## src/rtl/assert_macros.svh

```systemverilog
// Assertion helpers used by the field extractor
`ifndef ASSERT_MACROS_SVH
`define ASSERT_MACROS_SVH

// Same-cycle implication, checked outside reset
`define ASRT_IMP(lbl, ante, cons) \
  lbl: assert property (@(posedge clk) disable iff (!rst_n) (ante) |-> (cons)) \
    else $error("assertion failed");

// Next-cycle implication, checked outside reset
`define ASRT_NXT(lbl, ante, cons) \
  lbl: assert property (@(posedge clk) disable iff (!rst_n) (ante) |=> (cons)) \
    else $error("assertion failed");

`endif

```

## src/rtl/ngga_pkg.sv

```systemverilog
package ngga_pkg;

  // ASCII codes
  localparam logic [7:0] CH_DOLLAR = 8'h24;
  localparam logic [7:0] CH_G      = 8'h47;
  localparam logic [7:0] CH_P      = 8'h50;
  localparam logic [7:0] CH_A      = 8'h41;
  localparam logic [7:0] CH_COMMA  = 8'h2C;
  localparam logic [7:0] CH_SPACE  = 8'h20;

  // Field capacities and degree split
  localparam logic [4:0] LAT_LEN   = 5'd10;
  localparam logic [4:0] LON_LEN   = 5'd11;
  localparam logic [4:0] SAT_CAP   = 5'd16;
  localparam logic [4:0] DEG_SHIFT = 5'd8;

  localparam int ALTITUDE_WIDTH_DEF = 15;
  localparam int POS_W              = 4;

  // Result field codes
  localparam logic [2:0] FC_LAT = 3'd0;
  localparam logic [2:0] FC_NS  = 3'd1;
  localparam logic [2:0] FC_LON = 3'd2;
  localparam logic [2:0] FC_EW  = 3'd3;
  localparam logic [2:0] FC_SAT = 3'd4;
  localparam logic [2:0] FC_ALT = 3'd5;

  // One result from the parser; tail marks the altitude unit, which can open the padding run
  typedef struct packed {
    logic             valid;
    logic [2:0]       code;
    logic [POS_W-1:0] pos;
    logic [7:0]       ch;
    logic             tail;
  } ngga_res_t;

endpackage

```

## src/rtl/ngga_parser.sv

```systemverilog
module ngga_parser #(
  parameter int ALTITUDE_WIDTH = ngga_pkg::ALTITUDE_WIDTH_DEF
) (
  input  logic              clk,
  input  logic              rst_n,
  input  logic              step,
  input  logic [7:0]        rx_char,
  output ngga_pkg::ngga_res_t res
);
  import ngga_pkg::*;

  // Header tracker, one-hot
  typedef enum logic [7:0] {
    HS_IDLE = 8'b0000_0001,
    HS_G1   = 8'b0000_0010,
    HS_P    = 8'b0000_0100,
    HS_G2   = 8'b0000_1000,
    HS_G3   = 8'b0001_0000,
    HS_A    = 8'b0010_0000,
    HS_ANY  = 8'b0100_0000,
    HS_BODY = 8'b1000_0000
  } hs_t;

  // Comma-separated field numbers within the sentence body
  localparam logic [3:0] FN_TIME = 4'd0;
  localparam logic [3:0] FN_LAT  = 4'd1;
  localparam logic [3:0] FN_NS   = 4'd2;
  localparam logic [3:0] FN_LON  = 4'd3;
  localparam logic [3:0] FN_EW   = 4'd4;
  localparam logic [3:0] FN_FIX  = 4'd5;
  localparam logic [3:0] FN_SAT  = 4'd6;
  localparam logic [3:0] FN_HDOP = 4'd7;
  localparam logic [3:0] FN_ALT  = 4'd8;
  localparam logic [3:0] FN_UNIT = 4'd9;

  localparam logic [4:0] ALT_CAP = 5'(ALTITUDE_WIDTH - 2);

  hs_t        hs_r, hs_nxt;
  logic [3:0] fn_r, fn_nxt;
  logic [4:0] co_r, co_nxt;
  logic       ad_r, ad_nxt;

  logic [4:0] len_w;
  logic [2:0] code_w;

  assign len_w  = (fn_r == FN_LAT) ? LAT_LEN : LON_LEN;
  assign code_w = (fn_r == FN_LAT) ? FC_LAT : FC_LON;

  // Next state and the single result of this item
  always_comb begin
    hs_nxt = hs_r;
    fn_nxt = fn_r;
    co_nxt = co_r;
    ad_nxt = ad_r;
    res    = '0;
    if (rx_char == CH_DOLLAR) begin
      hs_nxt = HS_G1;
      fn_nxt = FN_TIME;
      co_nxt = '0;
      ad_nxt = 1'b0;
    end else begin
      unique case (hs_r)
        HS_IDLE: hs_nxt = HS_IDLE;
        HS_G1:   hs_nxt = (rx_char == CH_G) ? HS_P  : HS_IDLE;
        HS_P:    hs_nxt = (rx_char == CH_P) ? HS_G2 : HS_IDLE;
        HS_G2:   hs_nxt = (rx_char == CH_G) ? HS_G3 : HS_IDLE;
        HS_G3:   hs_nxt = (rx_char == CH_G) ? HS_A  : HS_IDLE;
        HS_A:    hs_nxt = (rx_char == CH_A) ? HS_ANY : HS_IDLE;
        HS_ANY: begin
          hs_nxt = HS_BODY;
          fn_nxt = FN_TIME;
          co_nxt = '0;
          ad_nxt = 1'b0;
        end
        HS_BODY: begin
          if (ad_r) begin
            // direction letter, whatever it is
            res.valid = 1'b1;
            res.code  = (fn_r == FN_LAT) ? FC_NS : FC_EW;
            res.pos   = '0;
            res.ch    = rx_char;
            ad_nxt    = 1'b0;
            fn_nxt    = fn_r + 4'd1;
          end else begin
            unique case (fn_r)
              FN_TIME, FN_FIX, FN_HDOP: begin
                if (rx_char == CH_COMMA) begin
                  fn_nxt = fn_r + 4'd1;
                  co_nxt = '0;
                end
              end
              FN_LAT, FN_LON: begin
                if (rx_char == CH_COMMA) begin
                  // degree space goes in on the closing comma
                  res.valid = 1'b1;
                  res.code  = code_w;
                  res.pos   = POS_W'(len_w - DEG_SHIFT);
                  res.ch    = CH_SPACE;
                  ad_nxt    = 1'b1;
                  co_nxt    = '0;
                end else if (co_r < len_w) begin
                  res.valid = 1'b1;
                  res.code  = code_w;
                  res.pos   = (co_r < (len_w - DEG_SHIFT)) ? POS_W'(co_r)
                                                           : POS_W'(co_r + 5'd1);
                  res.ch    = rx_char;
                  co_nxt    = co_r + 5'd1;
                end
              end
              FN_NS, FN_EW: fn_nxt = fn_r + 4'd1;
              FN_SAT: begin
                if (rx_char == CH_COMMA) begin
                  fn_nxt = FN_HDOP;
                  co_nxt = '0;
                end else if (co_r < SAT_CAP) begin
                  res.valid = 1'b1;
                  res.code  = FC_SAT;
                  res.pos   = POS_W'(co_r);
                  res.ch    = rx_char;
                  co_nxt    = co_r + 5'd1;
                end
              end
              FN_ALT: begin
                res.code = FC_ALT;
                res.pos  = POS_W'(co_r);
                if (rx_char == CH_COMMA) begin
                  res.valid = 1'b1;
                  res.ch    = CH_SPACE;
                  fn_nxt    = FN_UNIT;
                end else if (co_r < ALT_CAP) begin
                  res.valid = 1'b1;
                  res.ch    = rx_char;
                  co_nxt    = co_r + 5'd1;
                end
              end
              FN_UNIT: begin
                // unit letter; padding follows in the output stage
                res.valid = 1'b1;
                res.code  = FC_ALT;
                res.pos   = POS_W'(co_r + 5'd1);
                res.ch    = rx_char;
                res.tail  = 1'b1;
                hs_nxt    = HS_IDLE;
                fn_nxt    = FN_TIME;
                co_nxt    = '0;
                ad_nxt    = 1'b0;
              end
              default: begin
                hs_nxt = HS_IDLE;
                fn_nxt = FN_TIME;
                co_nxt = '0;
                ad_nxt = 1'b0;
              end
            endcase
          end
        end
        default: hs_nxt = HS_IDLE;
      endcase
    end
  end

  // State registers, stepped once per item
  always_ff @(posedge clk) begin
    if (!rst_n) begin
      hs_r <= HS_IDLE;
      fn_r <= FN_TIME;
      co_r <= '0;
      ad_r <= 1'b0;
    end else if (step) begin
      hs_r <= hs_nxt;
      fn_r <= fn_nxt;
      co_r <= co_nxt;
      ad_r <= ad_nxt;
    end
  end

endmodule

```

## src/rtl/nmea_gga_field_extractor.sv

```systemverilog
// Channel | Ports                                          | Meaning
// in      | in_valid/in_ready, in_rx_char                  | one received character per item
// out     | out_valid/out_ready, out_field_code,           | one field character per item
//         | out_char_position, out_out_char,               |
//         | out_sentence_done, out_last_of_run             |
// An input character is parsed straight from the input register; a result it causes is
// loaded into the output register when the parser steps on that character.
// It gives no result or one, except the altitude unit, which also opens a run of space
// padding: up to ALTITUDE_WIDTH-1 results in all, one per cycle unless the output stalls.
// Characters causing no result keep flowing while a result waits at the output; one that
// causes a result waits for a free output slot, behind a padding run and any stalls.
// Synchronous active-low reset returns the parser to waiting for a dollar sign.
module nmea_gga_field_extractor #(
  parameter int ALTITUDE_WIDTH = ngga_pkg::ALTITUDE_WIDTH_DEF
) (
  input  logic       clk,
  input  logic       rst_n,
  input  logic       in_valid,
  output logic       in_ready,
  input  logic [7:0] in_rx_char,
  output logic       out_valid,
  input  logic       out_ready,
  output logic [2:0] out_field_code,
  output logic [3:0] out_char_position,
  output logic [7:0] out_out_char,
  output logic       out_sentence_done,
  output logic       out_last_of_run
);
  import ngga_pkg::*;
  `include "assert_macros.svh"

  localparam logic [POS_W-1:0] LAST_POS = POS_W'(ALTITUDE_WIDTH - 1);

  logic             in_valid_r;
  logic [7:0]       in_char_r;
  logic             out_valid_r;
  logic [2:0]       out_code_r;
  logic [POS_W-1:0] out_pos_r;
  logic [7:0]       out_char_r;
  logic             tail_r;
  logic             burst_r;

  ngga_res_t res;
  logic      slot_free;
  logic      advance;
  logic      out_fire;

  // Parser steps when its result, if any, has a free output slot
  assign out_fire  = out_valid_r && out_ready;
  assign slot_free = !out_valid_r || (out_ready && !burst_r);
  assign advance   = in_valid_r && (!res.valid || slot_free);
  assign in_ready  = !in_valid_r || advance;

  ngga_parser #(
    .ALTITUDE_WIDTH(ALTITUDE_WIDTH)
  ) u_parser (
    .clk    (clk),
    .rst_n  (rst_n),
    .step   (advance),
    .rx_char(in_char_r),
    .res    (res)
  );

  // Input register
  always_ff @(posedge clk) begin
    if (!rst_n) begin
      in_valid_r <= 1'b0;
    end else if (in_ready) begin
      in_valid_r <= in_valid;
    end
  end

  always_ff @(posedge clk) begin
    if (in_ready && in_valid) begin
      in_char_r <= in_rx_char;
    end
  end

  // Output register and padding run
  always_ff @(posedge clk) begin
    if (!rst_n) begin
      out_valid_r <= 1'b0;
      burst_r     <= 1'b0;
    end else if (out_fire && burst_r) begin
      burst_r <= (out_pos_r + 4'd1) != LAST_POS;
    end else if (advance && res.valid) begin
      out_valid_r <= 1'b1;
      burst_r     <= res.tail && (res.pos != LAST_POS);
    end else if (out_fire) begin
      out_valid_r <= 1'b0;
    end
  end

  always_ff @(posedge clk) begin
    if (out_fire && burst_r) begin
      out_pos_r  <= out_pos_r + 4'd1;
      out_char_r <= CH_SPACE;
    end else if (advance && res.valid) begin
      out_code_r <= res.code;
      out_pos_r  <= res.pos;
      out_char_r <= res.ch;
      tail_r     <= res.tail;
    end
  end

  assign out_valid         = out_valid_r;
  assign out_field_code    = out_code_r;
  assign out_char_position = out_pos_r;
  assign out_out_char      = out_char_r;
  assign out_last_of_run   = !burst_r;
  assign out_sentence_done = tail_r && !burst_r;

  // Padding steps one position per taken item
  `ASRT_NXT(a_pad_step, out_fire && burst_r,
            out_valid_r && out_char_r == CH_SPACE && out_pos_r == $past(out_pos_r) + 4'd1)
  // A waiting input item is held in place
  `ASRT_NXT(a_in_hold, in_valid_r && !advance,
            in_valid_r && in_char_r == $past(in_char_r))
  // Sentence end lands on the last altitude position
  `ASRT_IMP(a_done_pos, out_valid_r && out_sentence_done,
            out_pos_r == LAST_POS && out_code_r == FC_ALT && out_last_of_run)

endmodule

```

## config.mk

```make
export PLATFORM = sky130hd
export DESIGN_NAME = nmea_gga_field_extractor
export DESIGN_NICKNAME = d
export VERILOG_FILES = /design/src/rtl/ngga_pkg.sv /design/src/rtl/ngga_parser.sv /design/src/rtl/nmea_gga_field_extractor.sv
export VERILOG_INCLUDE_DIRS = /design/src /design/src/rtl
export SDC_FILE = /design/constraint.sdc
export NUM_CORES = 1
export LEC_CHECK = 0
export ABC_AREA = 1
export BUFFER_PORTS_ARGS = -buffer_cell sky130_fd_sc_hd__buf_2
export CAP_MARGIN = 40
export CORE_MARGIN = 5
export CORE_UTILIZATION = 35
export CTS_BUF_LIST = sky130_fd_sc_hd__clkbuf_8
export CTS_CLUSTER_DIAMETER = 40
export CTS_CLUSTER_SIZE = 16
export DETAILED_ROUTE_END_ITERATION = 10
export PLACE_DENSITY = 0.53
export SLEW_MARGIN = 20
export SYNTH_ARGS = -nofsm -noshare
export SYNTH_HDL_FRONTEND = slang
export SYNTH_HIERARCHICAL = 1
export SYNTH_SLANG_ARGS = --single-unit
```

## constraint.sdc

```tcl
create_clock -name clk -period 2.6 [get_ports clk]
set_clock_uncertainty 0.2 [all_clocks]
set_input_delay 0.26 -clock clk [delete_from_list [all_inputs] [get_ports clk]]
set_output_delay 0.26 -clock clk [all_outputs]
set_load 0.02 [all_outputs]
```

==> run_results.csv, run 1 <==
group,metric,value,unit
status,status,"completed",
final_layout,final_common_cell,"nand2_1",
sta,max_freq,404,MHz
final_layout,diodes,0,
run,maxCapViolations,0,
detailed_routing,drt_iter0_markers,153,
yosys,syn_nets,477,
final_layout,final_cell_mix,"nand2_1 (134), inv_1 (45), nor2_1 (45), nand3_1 (35), buf_2 (29)",
final_layout,stdcell_area,3820,sq um
worst_setup_path,cp.arrival,2.01,ns
worst_setup_path,worst_ep_required_time,2.14,ns
yosys,syn_inst,458,
sta,max_slew_margin,0.769,
sta,setup_viol,0,
floorplanning,initial_core_util,0.359,
yosys,synth_top_family_by_area,"simple AND/OR/NAND/NOR gates",
detailed_routing,wl_met1,3.71,mm
placement,placement.io_buffers,30,
worst_setup_path,crit_path_frequent_cell,"nand2_2",
yosys,synth_mux_area_frac,0,
yosys,synth_compound_area_frac,0.0862,
detailed_routing,wl_per_cell,12.7,microns
cts,clk_pin_slew,0.09,ns
detailed_routing,num_vias,2988,
yosys,synth_area,3150,sq um
sta,slew_violations,0,
detailed_routing,wl_met3,213,microns
power_and_ir_drop,p_int,1.06,mW
yosys,synth-async-reset-ratio,0,
floorplanning,die_y,105,microns
floorplanning,rows,34,
detailed_routing,viasPerCell,4.77,
yosys,ys_types,34,
cts,clk_latency,0.30,ns
yosys,ys_warn_count,6,
final_layout,area_growth,21.5,%
sta,post-route-min-period,2.47,ns
global_routing,grt_pass1_vias,2890,
min_path,worstHoldPathType,"input pin to flip-flop",
yosys,synthXorXnorAreaFrac,0.0139,
placement,gp_congestion,0.865,
power_and_ir_drop,power.density,361,nW/um^2
yosys,ys.flop_type,"dfxtp_1",
worst_setup_path,path_cells,"buf_4, ha_2, inv_1, nand2_2, nand2_4, nand2_4, nor2_8, a21oi_4, nand2_1, nand2_2, inv_2, nor2_4, nand2_2, buf_4",
floorplanning,ios,31,
global_routing,grt_overflow_total,0,
power_and_ir_drop,pwr-share-comb,0.064,
worst_setup_path,crit_path_max_incr_delay,0.34,ns
cts,tritoncts,"done",
cts,cts_inserted_buffers,5,
placement,placed_area,3540,sq um
cts,cts_max_path_buffers,2,
detailed_routing,routed.top_layer,"met4",
detailed_routing,drt-total-wl,7.96,mm
detailed_routing,routed-wl-met2,3.96,mm
worst_setup_path,worst_path_max_delay_cell,"dfxtp_2",
worst_setup_path,cp-start-kind,"flip-flop",
detailed_routing,drc_errors,0,
placement,hpwlAfterDp,6.32,mm
yosys,synth-simple-area-share,0.442,
sta,rsz0062_at_grt,"yes",
worst_setup_path,path_class,"flip-flop to output pin",
global_routing,grt_antenna_before_repair,0,
worst_setup_path,endpoint_kind,"output pin",
final_layout,drive_gt1_frac,0.276,
power_and_ir_drop,leakage,1.81,nW
yosys,synth-edff-count,16,
floorplanning,core_area,8760,sq um
power_and_ir_drop,switching_share,0.232,
sta,min_period_over_period,0.952,
power_and_ir_drop,clockPowerShare,0.392,
power_and_ir_drop,pwr-share-seq,0.544,
sta,worst_slew_pin_slew,0.346,ns
global_routing,grt_max_degree,15,
cts,clock_sinks,45,
yosys,synth-seq-area-share,0.337,
floorplanning,dieArea,11000,sq um
yosys,avgSynthCellArea,6.87,sq um
power_and_ir_drop,power.ir.vdd_worst,0.232,mV
floorplanning,die_w,105,microns
detailed_routing,drtAntennaViolNets,0,
power_and_ir_drop,net-switching-power,320,uW
yosys,yosys.area_share.adder,0.0278,
worst_setup_path,cp_max_fo,4,
final_layout,fin_nets,537,
sta,hold_ws,0.0470,ns
sta,finalHoldViolations,0,
global_routing,grt_usage,0.147,
cts,root_buffer,"clkbuf_8",
detailed_routing,firstDrtPassIters,4,
global_routing,grt_pass1_wl,13.6,mm
yosys,yosys_register_bits,45,
cts,htree_levels,2,
-- per-stage QoR --
stage	total power, mW	instances	setup slack [ns]	setup TNS [ns]	util
floorplan	0.817	458	0.101	0	-
global placement	0.844	610	0.136	0	0.404
detailed placement	0.845	610	0.0829	0	0.404
CTS	1.41	626	0.00988	0	0.427
global route	1.44	627	-0.0423	-0.119	0.436
finish	1.38	627	0.126	0	0.436
-- flip-flops by register name (all words and copies together) (netlist names) --
name               cells
in_valid_r             1
out_out_char           8
u_parser/fn_r          4
in_char_r              8
tail_r                 1
burst_r                1
out_char_position      4
u_parser/hs_r          8
out_field_code         3
u_parser/ad_r          1
u_parser/co_r          5
out_valid              1
-- worst paths after layout --
path | depth (start not counted) | endpoint | from | slack (ns)
hold reg to reg | 2 | out_out_char[7] | out_out_char[7] | 0.25
setup / recovery | 14 | in_ready | u_parser/fn_r[1] | 0.13
setup reg to reg | 17 | u_parser/fn_r[3] | in_char_r[1] | 0.19
hold / removal | 3 | in_valid_r | in_valid | 0.05
-- cells in the mapped netlist (4+ instances only) --
library cell	number	share of area
a21oi_1	13	0.021
a31oi_1	4	0.0079
dfxtp_1	29	0.18
edfxtp_1	16	0.15
ha_1	7	0.028
inv_1	47	0.056
inv_2	15	0.018
nand2_1	140	0.17
nand2_2	13	0.026
nand2_4	7	0.025
nand3_1	36	0.057
nand4_1	9	0.018
nor2_1	47	0.056
nor2_2	11	0.022
nor2_4	5	0.018
nor3_1	11	0.017
o21ai_0	12	0.019
o21ai_1	5	0.0079
xor2_1	5	0.014
-- critical path, delay by kind of cell (launching register included) --
kind / cells / cell delay, ns
AOI/OAI and AO/OA: 1 / 0.18
DFF: 1 / 0.34
adders and majority gates: 1 / 0.16
and+or+nand+nor: 8 / 0.63
buffers and inverters: 4 / 0.39
-- power by group through the flow --
| stage | Clock (mW) | Combinational [mW] | Sequential, mW |
|---|---|---|---|
| 3_5_place_dp | 0 | 0.0772 | 0.768 |
| 5_1_grt | 0.591 | 0.100 | 0.754 |
| 2_1_floorplan | 0 | 0.0515 | 0.765 |
| 6_report | 0.542 | 0.0888 | 0.751 |
| 4_1_cts | 0.570 | 0.0863 | 0.751 |
| 3_3_place_gp | 0 | 0.0761 | 0.767 |
-- layout make-up --
type / count / area, sq um
clock buffer: 5 / 68.8
inverter: 67 / 264
fill: 911 / 4940
multi-input combinational: 341 / 1860
sequential: 45 / 1060
tap: 108 / 135
clock inverter: 3 / 42.5
timing repair buffer: 58 / 387
-- kinds of logic (layout without fill, tap and decap cells) --
logic type	after synthesis	after routing
AO/OA/AOI/OAI	42	42
XOR/XNOR	5	5
adder cells (fa/ha/maj)	7	7
buffers and inverters	72	133
flip-flops	45	45
AND/OR/NAND/NOR	287	287
-- metal layers --
metal,up-vias,global-route usage
li1,1572,-
met1,1364,0.189
met5,-,0
met3,8,0.0185
met2,44,0.262
met4,0,0.0311
-- what timing repair did --
action                     CTS  global route
setup endpoints to repair    1            27
hold buffers                 8             0
gates resized for setup      3            27
buffers inserted             0             1
hold endpoints to repair     8             0
pin swaps                    0             6
No activity file was read; power rests on OpenSTA's default activity.
==> run 2: changes to the inputs <==
CORE_ASPECT_RATIO = 0.9   (was unset)
==> run_results.csv, run 2 (same netlist as run 1, synthesis figures left out) <==
group,metric,value,unit
status,status,"completed",
cts,tritoncts,"done",
cts,root_buffer,"clkbuf_8",
cts,cts_max_path_buffers,2,
worst_setup_path,crit_path_max_incr_delay,0.38,ns
worst_setup_path,r2r_start,"in_char_r[5]",
worst_setup_path,worst_ep_required_time,2.14,ns
power_and_ir_drop,leakage,1.87,nW
final_layout,drive_gt1_frac,0.304,
power_and_ir_drop,switching_share,0.242,
global_routing,grt_usage,0.151,
sta,max_freq,398,MHz
min_path,hold_depth,3,
detailed_routing,wl_per_cell,12.5,microns
sta,worst_slew_pin_slew,0.385,ns
final_layout,final_cell_mix,"nand2_1 (134), nor2_1 (45), inv_1 (44), nand3_1 (34)",
power_and_ir_drop,power.ir.vdd_worst,0.193,mV
sta,post-route-min-period,2.51,ns
min_path,hold_path_startpoint,"in_valid",
final_layout,fin_nets,545,
detailed_routing,drc_errors,0,
global_routing,grt_pass1_vias,2863,
worst_setup_path,cp_max_fo,4,
sta,finalHoldViolations,0,
detailed_routing,drt-total-wl,8.07,mm
worst_setup_path,cp.arrival,2.05,ns
floorplanning,initial_core_util,0.362,
final_layout,area_growth,26.1,%
floorplanning,dieArea,11000,sq um
final_layout,diodes,0,
worst_setup_path,rr_worst_depth,18,
detailed_routing,firstDrtPassIters,4,
sta,rsz0062_at_grt,"yes",
global_routing,grt_antenna_before_repair,0,
floorplanning,rows,32,
final_layout,final_common_cell,"nand2_1",
floorplanning,die_y,100,microns
floorplanning,ios,31,
power_and_ir_drop,p_int,1.07,mW
detailed_routing,drt_iter0_markers,144,
detailed_routing,viasPerCell,4.69,
worst_setup_path,path_cells,"inv_2, ha_4, inv_1, nor2_2, inv_2, a21oi_4, nand2_1, nand2_2, inv_2, nor2_4, nand2_2, buf_4",
global_routing,grt_pass1_wl,13.5,mm
placement,gp_congestion,0.850,
worst_setup_path,cp-start-kind,"flip-flop",
floorplanning,die_w,110,microns
worst_setup_path,r2r_slack,0.14,ns
final_layout,stdcell_area,3970,sq um
detailed_routing,drtAntennaViolNets,0,
cts,cts_inserted_buffers,5,
final_layout,final_cells,646,
placement,placement.io_buffers,30,
min_path,holdPathEnd,"in_valid_r",
cts,clk_pin_slew,0.10,ns
sta,slew_violations,0,
cts,clk_latency,0.31,ns
placement,dp.cells,616,
cts,htree_levels,2,
worst_setup_path,crit_path_frequent_cell,"inv_2",
global_routing,grt_overflow_total,0,
power_and_ir_drop,pwr-share-comb,0.066,
worst_setup_path,crit_buf_inv,5,
sta,min_period_over_period,0.966,
power_and_ir_drop,clockPowerShare,0.405,
worst_setup_path,r2r_end,"u_parser/fn_r[0]",
worst_setup_path,worst_path_max_delay_cell,"dfxtp_4",
detailed_routing,num_vias,3028,
sta,setup_viol,0,
placement,hpwlAfterDp,6.06,mm
final_layout,postLayoutCoreUtil,0.457,
cts,clock_sinks,45,
worst_setup_path,cp_top_family,"simple AND/OR/NAND/NOR gates",
power_and_ir_drop,pwr-share-seq,0.529,
floorplanning,core_area,8690,sq um
power_and_ir_drop,power.density,357,nW/um^2
min_path,worstHoldPathType,"input pin to flip-flop",
sta,setup_slack,0.0885,ns
worst_setup_path,endpoint_kind,"output pin",
power_and_ir_drop,net-switching-power,342,uW
sta,max_slew_margin,0.743,
global_routing,grt_max_degree,17,
final_layout,n_fill_cell,921,
placement,place_ws,-0.00449,ns
placement,placed_area,3520,sq um
run,maxCapViolations,0,
worst_setup_path,path_class,"flip-flop to output pin",
sta,setup_tns,0,ns
## run 2: final cells by class
type | instances | area, sq um | area share
multi-input cells | 341 | 1920 | 0.483
clock inverters | 3 | 50.0 | 0.0126
clock buffers | 5 | 68.8 | 0.0173
repair buffers | 66 | 443 | 0.112
flip-flops and latches | 45 | 1070 | 0.270
well taps | 119 | 149 | 0.0375
inverters | 67 | 269 | 0.0678
## run 2: what timing repair did
item	in CTS	in global routing
hold buffers	8	0
pin swaps	0	14
setup endpoints to repair	11	28
resized for setup	4	40
endpoints found under the hold margin	8	0
buffers inserted	0	14
## run 2: through the flow
step | power (mW) | hold slack [ns]
after floorplan | 0.817 | 0.158
after global placement | 0.844 | 0.228
after detailed placement | 0.844 | 0.227
after CTS | 1.44 | 0.0290
after global routing | 1.48 | 0.0353
final | 1.42 | 0.0382
## run 2: routing by layer
layer,up-vias,global-route usage,part of all wire,wire [microns]
met4,0,0.0259,0.0056,45
met2,50,0.249,0.47,3830
li1,1586,-,-,-
met5,-,0,0,0
met1,1388,0.209,0.48,3890
met3,4,0.0264,0.037,301
## run 2: power by group through the flow
stage,combinational [mW],sequential [mW],clock (mW)
after floorplan,0.0515,0.765,0
after global placement,0.0756,0.768,0
after detailed placement,0.0756,0.768,0
after CTS,0.0848,0.752,0.599
after global routing,0.104,0.751,0.622
final,0.0929,0.749,0.573
## run 2: worst reg2reg max path: cells and delay by family (launching register included)
| family | cells | cell delay [ns] |
|---|---|---|
| simple gates | 13 | 1.21 |
| flops | 1 | 0.39 |
| compound gates | 2 | 0.39 |
| buf+inv | 3 | 0.21 |
## run 2: worst max-delay path by stage
stage | start | to | slack [ns] | cells past startpoint
global route | in_char_r[5] | u_parser/fn_r[0] | -0.07 | 18
floorplan | in_char_r[7] | u_parser/fn_r[2] | 0.10 | 17
detailed placement | u_parser/fn_r[0] | u_parser/co_r[0] | -0.004 | 16
global placement | u_parser/fn_r[0] | u_parser/co_r[0] | 0.03 | 16
finish | u_parser/fn_r[1] | in_ready | 0.09 | 12
CTS | u_parser/fn_r[1] | in_ready | 0.001 | 15
